`src/hdl/cpu_register_alu_execute_core_assert.svh`:
```
// assertion macros for the execute core
`ifndef CPU_REGISTER_ALU_EXECUTE_CORE_ASSERT_SVH
`define CPU_REGISTER_ALU_EXECUTE_CORE_ASSERT_SVH

`ifndef SYNTHESIS

`define CRAE_ASSERT_SAME(lbl, clk, rstn, ante, cons) \
  lbl: assert property (@(posedge clk) disable iff (!rstn) (ante) |-> (cons)) \
    else $error("execute core check failed");

`define CRAE_ASSERT_NEXT(lbl, clk, rstn, ante, cons) \
  lbl: assert property (@(posedge clk) disable iff (!rstn) (ante) |=> (cons)) \
    else $error("execute core check failed");

`else

`define CRAE_ASSERT_SAME(lbl, clk, rstn, ante, cons)

`define CRAE_ASSERT_NEXT(lbl, clk, rstn, ante, cons)

`endif

`endif

```
`src/hdl/crae_pkg.sv`:
```
package crae_pkg;

  typedef enum logic [3:0] {
    CmdAluReg = 4'd0,
    CmdAluImm = 4'd1,
    CmdInc8   = 4'd2,
    CmdDec8   = 4'd3,
    CmdInc16  = 4'd4,
    CmdDec16  = 4'd5,
    CmdMovReg = 4'd6,
    CmdMovImm = 4'd7,
    CmdCpl    = 4'd8,
    CmdCcf    = 4'd9,
    CmdScf    = 4'd10,
    CmdBit    = 4'd11,
    CmdRes    = 4'd12,
    CmdSet    = 4'd13
  } crae_cmd_e;

  typedef enum logic [2:0] {
    AluAdd = 3'd0,
    AluAdc = 3'd1,
    AluSub = 3'd2,
    AluSbc = 3'd3,
    AluOr  = 3'd4,
    AluAnd = 3'd5,
    AluXor = 3'd6,
    AluCp  = 3'd7
  } crae_alu_e;

  localparam logic [2:0] CodeMem = 3'd6;
  localparam logic [2:0] CodeA   = 3'd7;

  localparam logic [1:0] PairBc = 2'd0;
  localparam logic [1:0] PairDe = 2'd1;
  localparam logic [1:0] PairHl = 2'd2;
  localparam logic [1:0] PairSp = 2'd3;

  localparam int unsigned FlagZ = 3;
  localparam int unsigned FlagN = 2;
  localparam int unsigned FlagH = 1;
  localparam int unsigned FlagC = 0;

  localparam int unsigned NumGen = 6;

  typedef struct packed {
    logic [3:0] command;
    logic [2:0] alu_select;
    logic [2:0] source_code;
    logic [2:0] target_code;
    logic [1:0] pair_code;
    logic [2:0] bit_index;
    logic [7:0] immediate;
    logic [7:0] mem_byte;
  } crae_req_t;

  typedef struct packed {
    logic [7:0]  acc_value;
    logic [3:0]  flag_bits;
    logic [15:0] bc_value;
    logic [15:0] de_value;
    logic [15:0] hl_value;
    logic [15:0] sp_value;
    logic        mem_write;
    logic [15:0] mem_address;
    logic [7:0]  mem_write_data;
  } crae_rsp_t;

  // architectural state, general registers in the order b c d e h l
  typedef struct packed {
    logic [7:0]              acc;
    logic [3:0]              flags;
    logic [NumGen-1:0][7:0]  gen;
    logic [15:0]             sp;
  } crae_state_t;

endpackage

```
`src/hdl/crae_regfile.sv`:
```
module crae_regfile (
  input  logic                  clk_i,
  input  logic                  rst_ni,
  input  logic                  load_i,
  input  crae_pkg::crae_state_t state_d_i,
  output crae_pkg::crae_state_t state_q_o
);
  import crae_pkg::*;

  crae_state_t state_q;

  always_ff @(posedge clk_i or negedge rst_ni) begin
    if (!rst_ni) begin
      state_q <= '0;
    end else if (load_i) begin
      state_q <= state_d_i;
    end
  end

  assign state_q_o = state_q;

endmodule

```
`src/hdl/crae_exec.sv`:
```
module crae_exec (
  input  crae_pkg::crae_req_t   req_i,
  input  crae_pkg::crae_state_t state_i,
  output crae_pkg::crae_state_t state_o,
  output crae_pkg::crae_rsp_t   rsp_o
);
  import crae_pkg::*;

  function automatic logic [7:0] rd8(input crae_state_t st, input logic [2:0] code,
                                     input logic [7:0] membyte);
    logic [7:0] v;
    case (code)
      CodeA:   v = st.acc;
      CodeMem: v = membyte;
      default: v = st.gen[code];
    endcase
    return v;
  endfunction

  crae_state_t nxt;
  logic        wr_en;
  logic [7:0]  wr_val;
  logic        mw;
  logic [7:0]  mwd;
  logic [7:0]  src_val;
  logic [7:0]  dst_val;
  logic [7:0]  alu_b;
  logic [7:0]  mask;
  logic        cin;
  logic [8:0]  add_full;
  logic [4:0]  add_half;
  logic [8:0]  sub_full;
  logic [4:0]  sub_half;
  logic [7:0]  alu_r;
  logic [3:0]  alu_f;
  logic [15:0] pair_val;
  logic [15:0] pair_new;
  logic [7:0]  inc_v;
  logic [7:0]  dec_v;

  assign src_val = rd8(state_i, req_i.source_code, req_i.mem_byte);
  assign dst_val = rd8(state_i, req_i.target_code, req_i.mem_byte);
  assign mask    = 8'd1 << req_i.bit_index;
  assign inc_v   = dst_val + 8'd1;
  assign dec_v   = dst_val - 8'd1;

  // alu datapath
  always_comb begin
    alu_b = (req_i.command == CmdAluImm) ? req_i.immediate : src_val;
    cin   = 1'b0;
    if (req_i.alu_select == AluAdc || req_i.alu_select == AluSbc) begin
      cin = state_i.flags[FlagC];
    end
    add_full = {1'b0, state_i.acc} + {1'b0, alu_b} + {8'd0, cin};
    add_half = {1'b0, state_i.acc[3:0]} + {1'b0, alu_b[3:0]} + {4'd0, cin};
    sub_full = {1'b0, state_i.acc} - {1'b0, alu_b} - {8'd0, cin};
    sub_half = {1'b0, state_i.acc[3:0]} - {1'b0, alu_b[3:0]} - {4'd0, cin};
    alu_f    = '0;
    case (req_i.alu_select)
      AluAdd, AluAdc: begin
        alu_r        = add_full[7:0];
        alu_f[FlagH] = add_half[4];
        alu_f[FlagC] = add_full[8];
      end
      AluSub, AluSbc, AluCp: begin
        alu_r        = sub_full[7:0];
        alu_f[FlagN] = 1'b1;
        alu_f[FlagH] = sub_half[4];
        alu_f[FlagC] = sub_full[8];
      end
      AluOr:   alu_r = state_i.acc | alu_b;
      AluAnd: begin
        alu_r        = state_i.acc & alu_b;
        alu_f[FlagH] = 1'b1;
      end
      default: alu_r = state_i.acc ^ alu_b;
    endcase
    alu_f[FlagZ] = (alu_r == 8'd0);
  end

  // 16-bit pair counter
  always_comb begin
    case (req_i.pair_code)
      PairBc:  pair_val = {state_i.gen[0], state_i.gen[1]};
      PairDe:  pair_val = {state_i.gen[2], state_i.gen[3]};
      PairHl:  pair_val = {state_i.gen[4], state_i.gen[5]};
      default: pair_val = state_i.sp;
    endcase
    pair_new = (req_i.command == CmdInc16) ? pair_val + 16'd1 : pair_val - 16'd1;
  end

  always_comb begin
    nxt    = state_i;
    wr_en  = 1'b0;
    wr_val = '0;
    case (req_i.command)
      CmdAluReg, CmdAluImm: begin
        nxt.flags = alu_f;
        if (req_i.alu_select != AluCp) begin
          nxt.acc = alu_r;
        end
      end
      CmdInc8: begin
        wr_en            = 1'b1;
        wr_val           = inc_v;
        nxt.flags[FlagZ] = (inc_v == 8'd0);
        nxt.flags[FlagN] = 1'b0;
        nxt.flags[FlagH] = (dst_val[3:0] == 4'hF);
      end
      CmdDec8: begin
        wr_en            = 1'b1;
        wr_val           = dec_v;
        nxt.flags[FlagZ] = (dec_v == 8'd0);
        nxt.flags[FlagN] = 1'b1;
        nxt.flags[FlagH] = (dst_val[3:0] == 4'h0);
      end
      CmdInc16, CmdDec16: begin
        case (req_i.pair_code)
          PairBc:  {nxt.gen[0], nxt.gen[1]} = pair_new;
          PairDe:  {nxt.gen[2], nxt.gen[3]} = pair_new;
          PairHl:  {nxt.gen[4], nxt.gen[5]} = pair_new;
          default: nxt.sp = pair_new;
        endcase
      end
      CmdMovReg: begin
        wr_en  = 1'b1;
        wr_val = src_val;
      end
      CmdMovImm: begin
        wr_en  = 1'b1;
        wr_val = req_i.immediate;
      end
      CmdCpl: begin
        nxt.acc          = ~state_i.acc;
        nxt.flags[FlagN] = 1'b1;
        nxt.flags[FlagH] = 1'b1;
      end
      CmdCcf: begin
        nxt.flags[FlagN] = 1'b0;
        nxt.flags[FlagH] = 1'b0;
        nxt.flags[FlagC] = ~state_i.flags[FlagC];
      end
      CmdScf: begin
        nxt.flags[FlagN] = 1'b0;
        nxt.flags[FlagH] = 1'b0;
        nxt.flags[FlagC] = 1'b1;
      end
      CmdBit: begin
        nxt.flags[FlagZ] = ((dst_val & mask) == 8'd0);
        nxt.flags[FlagN] = 1'b0;
        nxt.flags[FlagH] = 1'b1;
      end
      CmdRes: begin
        wr_en  = 1'b1;
        wr_val = dst_val & ~mask;
      end
      CmdSet: begin
        wr_en  = 1'b1;
        wr_val = dst_val | mask;
      end
      default: ;
    endcase

    // 8-bit destination write
    mw  = 1'b0;
    mwd = '0;
    if (wr_en) begin
      case (req_i.target_code)
        CodeA: nxt.acc = wr_val;
        CodeMem: begin
          mw  = 1'b1;
          mwd = wr_val;
        end
        default: nxt.gen[req_i.target_code] = wr_val;
      endcase
    end
  end

  assign state_o = nxt;

  always_comb begin
    rsp_o.acc_value      = nxt.acc;
    rsp_o.flag_bits      = nxt.flags;
    rsp_o.bc_value       = {nxt.gen[0], nxt.gen[1]};
    rsp_o.de_value       = {nxt.gen[2], nxt.gen[3]};
    rsp_o.hl_value       = {nxt.gen[4], nxt.gen[5]};
    rsp_o.sp_value       = nxt.sp;
    rsp_o.mem_write      = mw;
    rsp_o.mem_address    = {state_i.gen[4], state_i.gen[5]};
    rsp_o.mem_write_data = mwd;
  end

endmodule

```
`src/hdl/cpu_register_alu_execute_core.sv`:
```
// Execute stage for 8-bit data instructions with its own register file (A, flags ZNHC,
// B C D E H L, SP). A request is captured in an input register and executed in a
// single pass of logic against the register file when it moves into the result
// register, so one request is retired per cycle while the result register is free or
// being drained, and a new request is taken in every cycle under the same condition.
// Register code 6 reads mem_byte from the request and reports a write to memory at HL
// in the result, with the HL value from before the instruction as mem_address. The
// register file and the valid flags are zero after reset.
`include "cpu_register_alu_execute_core_assert.svh"

module cpu_register_alu_execute_core (
  input  logic                clk_i,
  input  logic                rst_ni,
  input  logic                in_valid_i,
  output logic                in_ready_o,
  input  crae_pkg::crae_req_t in_req_i,
  output logic                out_valid_o,
  input  logic                out_ready_i,
  output crae_pkg::crae_rsp_t out_rsp_o
);
  import crae_pkg::*;

  logic        in_valid_q;
  crae_req_t   req_q;
  logic        out_valid_q;
  crae_rsp_t   rsp_q;
  logic        fire;
  crae_state_t state_q;
  crae_state_t state_d;
  crae_rsp_t   rsp_d;

  assign fire       = in_valid_q && (!out_valid_q || out_ready_i);
  assign in_ready_o = !in_valid_q || fire;

  always_ff @(posedge clk_i or negedge rst_ni) begin
    if (!rst_ni) begin
      in_valid_q <= 1'b0;
    end else if (in_ready_o) begin
      in_valid_q <= in_valid_i;
    end
  end

  always_ff @(posedge clk_i) begin
    if (in_ready_o && in_valid_i) begin
      req_q <= in_req_i;
    end
  end

  crae_exec u_exec (
    .req_i   (req_q),
    .state_i (state_q),
    .state_o (state_d),
    .rsp_o   (rsp_d)
  );

  crae_regfile u_regfile (
    .clk_i     (clk_i),
    .rst_ni    (rst_ni),
    .load_i    (fire),
    .state_d_i (state_d),
    .state_q_o (state_q)
  );

  always_ff @(posedge clk_i or negedge rst_ni) begin
    if (!rst_ni) begin
      out_valid_q <= 1'b0;
    end else if (fire) begin
      out_valid_q <= 1'b1;
    end else if (out_ready_i) begin
      out_valid_q <= 1'b0;
    end
  end

  always_ff @(posedge clk_i) begin
    if (fire) begin
      rsp_q <= rsp_d;
    end
  end

  assign out_valid_o = out_valid_q;
  assign out_rsp_o   = rsp_q;

  `CRAE_ASSERT_NEXT(a_fire_gives_result, clk_i, rst_ni, fire, out_valid_o)
  `CRAE_ASSERT_NEXT(a_state_only_on_fire, clk_i, rst_ni, !fire, $stable(state_q))
  `CRAE_ASSERT_SAME(a_no_write_no_data, clk_i, rst_ni, out_valid_o && !out_rsp_o.mem_write, out_rsp_o.mem_write_data == 8'd0)
  `CRAE_ASSERT_SAME(a_stall_holds_input, clk_i, rst_ni, !in_ready_o, in_valid_q && out_valid_q)

endmodule

```
`config.mk`:
```
export PLATFORM = sky130hd
export DESIGN_NAME = cpu_register_alu_execute_core
export DESIGN_NICKNAME = d
export VERILOG_FILES = /design/src/hdl/crae_pkg.sv /design/src/hdl/crae_regfile.sv /design/src/hdl/crae_exec.sv /design/src/hdl/cpu_register_alu_execute_core.sv
export VERILOG_INCLUDE_DIRS = /design/src /design/src/hdl
export SDC_FILE = /design/constraint.sdc
export NUM_CORES = 1
export LEC_CHECK = 0
export BUFFER_PORTS_ARGS = -buffer_cell sky130_fd_sc_hd__buf_4
export CAP_MARGIN = 5
export CORE_MARGIN = 1
export CORE_UTILIZATION = 31
export DETAILED_ROUTE_END_ITERATION = 10
export SYNTH_ARGS = -nofsm -noshare
export SYNTH_HDL_FRONTEND = slang
export SYNTH_SLANG_ARGS = --single-unit
```
`constraint.sdc`:
```
create_clock -name clk_i -period 6.9 [get_ports clk_i]
set_clock_uncertainty 0.15 [all_clocks]
set_input_delay 0 -clock clk_i [delete_from_list [all_inputs] [get_ports clk_i]]
set_output_delay 0 -clock clk_i [all_outputs]
set_load 0.02 [all_outputs]
```
==> results.md, run 1 <==
* Hold path startpoint: in_req_i[23]
* Fin util at 38.9%
* CTS tree: done
* CTS Sinks at 213
* Cell with the most instances after synthesis: nand2_1
* Async set-reset flop share out of synthesis at 36.6%
* Top cells by area, synth: edfxtp_1 (31%), dfrtp_1 (15%), mux4_2 (6.1%)
* Die X at between 200 and 250 um
* Synth warnings at 0
* Hold path depth at 2
* P_sw at 3.05 mW
* Hold-fix buffers, CTS at 66
* Syn_area_per_cell at 10.5 um^2
* R2r setup slk at between 1.5 and 2 ns
* Post-synth top area share at 30.5%
* DRT Pass-1 Iters at 7
* Register area at between 0.006 and 0.007 mm^2
* WL met2 at 20,900 um
* RSZ-0062 raised after global routing: false
* Max incr delay on CP at 0.94 ns
* Initial Util at 31.5%
* Routed met1 length at between 20,000 and 25,000 um
* DRC viols at 0
* Die Y at 209 um
* Period utilization at between 70% and 80%
* Antenna violations before repair at 1
* Clk_lat worst skew at 0.57 ns
* DR top layer: met4
* Largest net degree at the start of global routing at 69
* Max Cap Viol at 0
* Routed Antenna Nets at 0
* First-pass GRT wire length at 69,000 um
* Sw Share at 43.3%
* Diodes inserted at 0
* Status: completed
* Critical path class: reg2reg
* Iter 0 DRT Violations at 1,078
* Distinct cells, synth at 80
* Worst endpoint data arrival time at 5.61 ns
* Nets@finish at 1,540
* Worst slew margin at 22.5%
* Lkg Pwr at 6.61 nW
* Placement Rows at 75
* I/O pins at 141
* Synthesized area at 0.0133 mm^2
* Worst R2R Start: req_q[24]$_DFFE_PP_
* Comb power frac at 47.7%
* Reg2reg path depth at 16
* Layout cells sized above 1 at between 20 and 25%
* Routed len/inst at roughly 23 um
* Via count at 11,100
* Multi-input gate area at between 0.006 and 0.007 mm^2
* Tmin final at 5.26 ns
* Clk pwr share at between 10% and 20%
* Endpoints failing hold at 0
* Worst path slowest cell: edfxtp_1
* CP max FO at 16
* Total grt overflow at 0
* Cells along the critical path: mux4_2, mux2i_1, nand2_1, o21a_1, ha_1, inv_1, ha_1, or4b_2, o2111a_1, o21ai_0, nand3_1, a31o_2, o21ai_0, a2bb2oi_1, o41ai_1, mux2_2
* Synth cell count leaders: nand2_1 (172), edfxtp_1 (135), nor2_1 (103)
* Total length of routed met3 wires at 3220 um
* H-Tree Depth at 1
* Dpl cell area at 0.0149 mm^2
* # setup viols final at 0
* Area Overhead vs Synth at 23.4%
* Setup TNS at 0 ns
* Slew Viols, Final at 0
* P_int at 3.99 mW
* Reg power frac at 32.9%
* TritonCTS buffer count at 26
* Clock root cell: clkbuf_16
* Total Routing Usage GR at 20.9%
* Post-DP HPWL at 33,400 um
* Register area share after synthesis at 45.2%
* Critical Path RT at 7.25 ns
* Avg Vias per Cell at 5.53
* Hold crit path type: in2reg
* Reg-to-reg endpoint: u_regfile.state_q_o[67]$_DFFE_PN0P_
* Maximum buffer depth of the clock tree at 3
* Post-Synthesis Cells at roughly 1,300
* Crit start category: register
* Die area at between 0.04 and 0.05 mm^2
* Max Fclk at ~190 MHz
* Number of synthesized flops with an enable pin at 135
* Max VDD drop at 222 uV
* Final wirelength at 46,200 um
* Cts repair resizes at 0
* # port buffers at 140
* Clock-pin slew on the worst setup and hold paths at 0.06 ns
* Vias in the first global route at between 10,000 and 15,000
* Least-Margin Pin Slew at approximately 1.2 ns
* Syn nets at about 1,400
* Core area at 0.0421 mm^2
* Setup crit end kind: register
* Design Area, Final at 0.0164 mm^2
* Fill cells at 4,106
* Hold path endpoint: req_q[23]$_DFFE_PP_
* Yosys top cell by area: edfxtp_1
* Synthesized flop and latch total at around 210
* Ys flop type: edfxtp_1
* Postcts setup bufs at 0
* RD Place Congestion at 0.991
* Pwr per Cell Area at 429 mW/mm^2
==> how the worst max path moves through the flow <==
stage | start | endpoint | slack, ns | depth (start not counted)
after floorplan | out_valid_o$_DFFE_PN0P_ | out_rsp_o[0]$_SDFFCE_PN0P_ | 1.97 | 6
after global placement | req_q[24]$_DFFE_PP_ | u_regfile.state_q_o[67]$_DFFE_PN0P_ | 1.73 | 16
after detailed placement | req_q[24]$_DFFE_PP_ | u_regfile.state_q_o[67]$_DFFE_PN0P_ | 1.64 | 16
after CTS | req_q[24]$_DFFE_PP_ | u_regfile.state_q_o[67]$_DFFE_PN0P_ | 1.63 | 16
after global routing | req_q[24]$_DFFE_PP_ | u_regfile.state_q_o[67]$_DFFE_PN0P_ | 1.20 | 16
final | req_q[24]$_DFFE_PP_ | u_regfile.state_q_o[67]$_DFFE_PN0P_ | 1.64 | 16
==> routing by layer <==
metal | global-route usage (%) | vias to the layer above
met4 | 8.24 | 0
met2 | 33.1 | 485
met5 | 0 | -
li1 | - | 5061
met1 | 29.0 | 5443
met3 | 2.96 | 109
==> power by group through the flow <==
stage | Clock [mW] | Sequential, mW | Combinational (mW)
finish | 1.37 | 2.31 | 3.35
global route | 1.44 | 2.34 | 3.62
CTS | 1.40 | 2.29 | 3.32
detailed placement | 0 | 2.31 | 3.27
global placement | 0 | 2.31 | 3.24
floorplan | 0 | 2.22 | 2.16
==> cells by family after synthesis <==
group | Yosys count | synth area share [%]
AO/OA/AOI/OAI | 309 | 15.8
XOR/XNOR | 30 | 1.98
adder cells (fa/ha/maj) | 54 | 5.37
buffers and inverters | 123 | 3.82
flip-flops | 213 | 45.2
multiplexers | 128 | 13.8
AND/OR/NAND/NOR | 410 | 14.0
==> sequential cells by signal, summed over array words and instances (netlist names) <==
register and flops:
out_valid_o 1, req_q 34, u_regfile.state_q_o 76, in_valid_q 1, out_rsp_o 101
==> area by class of cell <==
| type | count | area share, % |
|---|---|---|
| Sequential cell | 213 | 36.6 |
| Inverter | 47 | 1.11 |
| Timing Repair Buffer | 229 | 11.6 |
| Clock inverter | 20 | 1.12 |
| Multi-Input combinational cell | 931 | 41.4 |
| Clock buffer | 28 | 4.08 |
| Tap cell | 539 | 4.11 |
==> critical path: cells and delay by family, from the launching register on <==
kind	cells	cell delay, ns
buffers and inverters	1	0.07
adder cells (fa/ha/maj)	2	0.55
AND/OR/NAND/NOR	3	0.88
flip-flops	1	0.94
multiplexers	3	1.08
AO/OA/AOI/OAI	7	1.52
==> per-stage QoR <==
stage	total power [mW]	std cells	worst slack [ns]	hold slack (ns)
2_1_floorplan	4.37	1267	1.97	-0.446
3_3_place_gp	5.55	1893	1.73	-0.178
3_5_place_dp	5.58	1893	1.64	-0.182
4_1_cts	7.01	2007	1.63	0.00125
5_1_grt	7.40	2007	1.20	0.0126
6_report	7.03	2007	1.64	0.0196
==> cell usage in the layout (no fill, tap or decap), types with 47 or more instances in the layout <==
cell and n:
nand2_1 172, a21oi_1 79, edfxtp_1 135, ha_1 49, nor2_1 103, dfrtp_1 78
dlygate4sd3_1 65, o21ai_0 60, buf_4 163, mux2_2 47
Power figures use the tool's default switching activity.
==> inputs of run 2 (changes only) <==
==> constraint.sdc (replaced) <==
create_clock -name clk_i -period 4.5 [get_ports clk_i]
set_clock_uncertainty 0.15 [all_clocks]
set_input_delay 0 -clock clk_i [delete_from_list [all_inputs] [get_ports clk_i]]
set_output_delay 0 -clock clk_i [all_outputs]
set_load 0.02 [all_outputs]
==> run 2 against run 1 <==
Effect of this change:
- sequential share of layout area down 2.2 points
- cell count up 4.6%
- combinational power up 97%
- non-clock buffer count up 92
- largest cell class unchanged
==> results.md, run 2 (synthesis gave the netlist of run 1 again) <==
* Hold path startpoint: in_req_i[26]
* Hold_ws at 0.0216 ns (+0.00203 ns)
* Area Overhead vs Synth at 31.2%
* Critical path class: reg2reg
* Setup ws final at 0.0215 ns (-1.62 ns)
* DRT Pass-1 Iters at 5 (-2)
* Worst R2R Start: req_q[24]$_DFFE_PP_
* Hold path endpoint: req_q[26]$_DFFE_PP_
* Cells along the critical path: buf_6, buf_6, mux4_2, mux2i_1, buf_4, nand2_2, o21a_4, fa_2, inv_2, ha_4, o21a_1, buf_6, o211ai_1, xnor2_1, a21oi_2, a21oi_2, a2bb2oi_2, a211oi_2, a21oi_2, mux2_4
* Nets@finish at 1,632 (+6.0%)
* Placement Rows at 75 (unchanged)
* R2r setup slk at 0.02 ns (-1.62 ns)
* Pwr per Cell Area at 692 mW/mm^2 (+61%)
* Crit start category: register
* Die X at 209 um (unchanged)
* Max VDD drop at 324 uV (+46%)
* H-Tree Depth at 1 (unchanged)
* Commonest non-fill, non-tap cells in the layout: buf_4 (262), nand2_1 (171), edfxtp_1 (135)
* Least-Margin Pin Slew at 1.09 ns (-0.0674 ns)
* Commonest non-fill, non-tap cell in the layout: buf_4
* Hold path depth at 2 (unchanged)
* Slew Viols, Final at 0 (unchanged)
* Antenna violations before repair at 3 (+2)
* I/O pins at 141 (unchanged)
* Die area at 0.0437 mm^2 (unchanged)
* Layout cells sized above 1 at 30.5% (+8.3 points)
* Clk_lat worst skew at 0.55 ns (-0.02 ns)
* First-pass GRT wire length at 72,200 um (+4.6%)
* # port buffers at 140 (unchanged)
* Number of flip-flops in the largest register at 101 (unchanged)
* Clock root cell: clkbuf_16
* CTS Sinks at 213 (unchanged)
* Reg2reg path depth at 20 (+4)
* Avg Vias per Cell at 5.51 (-0.36%)
* Non-filler instance count after layout at 2,100 (+4.6%)
* Fin util at 41.4% (+2.5 points)
* Endpoints failing hold at 0 (unchanged)
* DRC viols at 0 (unchanged)
* Vias in the first global route at 11,300 (+4.9%)
* Post-DP HPWL at 35,900 um (+7.5%)
* Routed len/inst at 23.3 um (+1.2%)
* Max Fclk at 223 MHz (+18%)
* RD Place Congestion at 0.955 (-3.6%)
* CP max FO at 3 (-13)
* Reg-to-reg endpoint: u_regfile.state_q_o[73]$_DFFE_PN0P_
* Setup crit end kind: register
* Largest net degree at the start of global routing at 78 (+13%)
* CTS tree: done
* Worst path slowest cell: fa_2
* Maximum buffer depth of the clock tree at 3 (unchanged)
* # setup viols final at 0 (unchanged)
* CP startpoint: req_q[24]$_DFFE_PP_
* Core area at 0.0421 mm^2 (unchanged)
* RSZ-0062 raised after global routing: true
* Setup WS pre-CTS at -0.157 ns (-1.79 ns)
* Total grt overflow at 0 (unchanged)
* Hold crit path type: in2reg
* Status: completed
* Via count at 11,600 (+4.3%)
* TritonCTS buffer count at 26 (unchanged)
* Worst endpoint data arrival time at 4.76 ns (-0.85 ns)
* Final wirelength at 48,900 um (+5.9%)
* Clock-pin slew on the worst setup and hold paths at 0.06 ns (about the same)
* Placed insts at 1,995 (+5.4%)
* Tmin final at 4.48 ns (-0.785 ns)
* Max Cap Viol at 0 (unchanged)
* Lkg Pwr at 7.17 nW (+8.5%)
* Die Y at 209 um (unchanged)
* Critical Path RT at 4.78 ns (-2.47 ns)
* Routed Antenna Nets at 0 (unchanged)
* Max incr delay on CP at 0.58 ns (-0.36 ns)
* Iter 0 DRT Violations at 1,189 (+10%)
* Initial Util at 31.5% (unchanged)
* Total Routing Usage GR at 22.1% (+1.1 points)
* Period utilization at 99.5% (+23 points)
* Worst slew margin at 27.4% (+4.9 points)
## run 2: cell types whose count changed in the layout (fill, tap and decap cells not counted), sizes merged
cell,change
diode,+1
clkbuf,+3
buf,+108
clkinv,-3
bufinv,+1
dlygate4sd3,-16
inv,-2
clkinvlp,+1
## run 2: critical path, delay by kind of cell, from the launching register on
family / cells / cell delay, ns
flops: 1 / 0.42
xor+xnor: 1 / 0.15
simple gates: 1 / 0.05
fa+ha+maj: 2 / 0.72
buf+inv: 5 / 0.57
mux: 3 / 0.96
compound gates: 8 / 1.33
## run 2: repair_timing
action,4_1_cts,5_1_grt
hold buffers,50,0
endpoints found under the setup margin,10,22
setup buffers,0,6
pin swaps,7,25
resized for setup,16,50
hold endpoints to repair,114,0
## run 2: area by class of cell
cell class              instances  area, um^2
diodes                          1        2.50
clock buffers                  31         721
clock inverters                17         186
fillers                      4051       24700
inverters                      47         181
multi-input cells             931        7040
flip-flops and latches        213        6010
well taps                     539         674
repair buffers                321        2610
## run 2: worst max-delay path by stage
stage                                          end
4_1_cts        u_regfile.state_q_o[67]$_DFFE_PN0P_
2_1_floorplan  u_regfile.state_q_o[67]$_DFFE_PN0P_
3_5_place_dp   u_regfile.state_q_o[67]$_DFFE_PN0P_
6_report       u_regfile.state_q_o[73]$_DFFE_PN0P_
5_1_grt        u_regfile.state_q_o[73]$_DFFE_PN0P_
3_3_place_gp   u_regfile.state_q_o[67]$_DFFE_PN0P_
## run 2: where the power goes
part / leakage [nW] / switching, mW / internal [mW]
clock: 0.442 / 0.882 / 1.32
combinational: 4.43 / 3.73 / 2.87
sequential: 2.31 / 0.499 / 2.76
## run 2: stage by stage
stage / power [mW] / setup TNS (ns) / area, um^2
global route: 12.7 / -0.598 / 17400
CTS: 11.6 / 0 / 17100
detailed placement: 9.26 / -0.719 / 15700
finish: 12.1 / 0 / 17400
floorplan: 6.70 / 0 / 13300
global placement: 9.20 / -0.469 / 15700
## run 2: routing by layer
layer  global-route usage [%]  wire, um
met1                     29.1     20400
met2                     35.6     22500
met3                     3.89      3860
met4                     9.38      2150
met5                        0         9
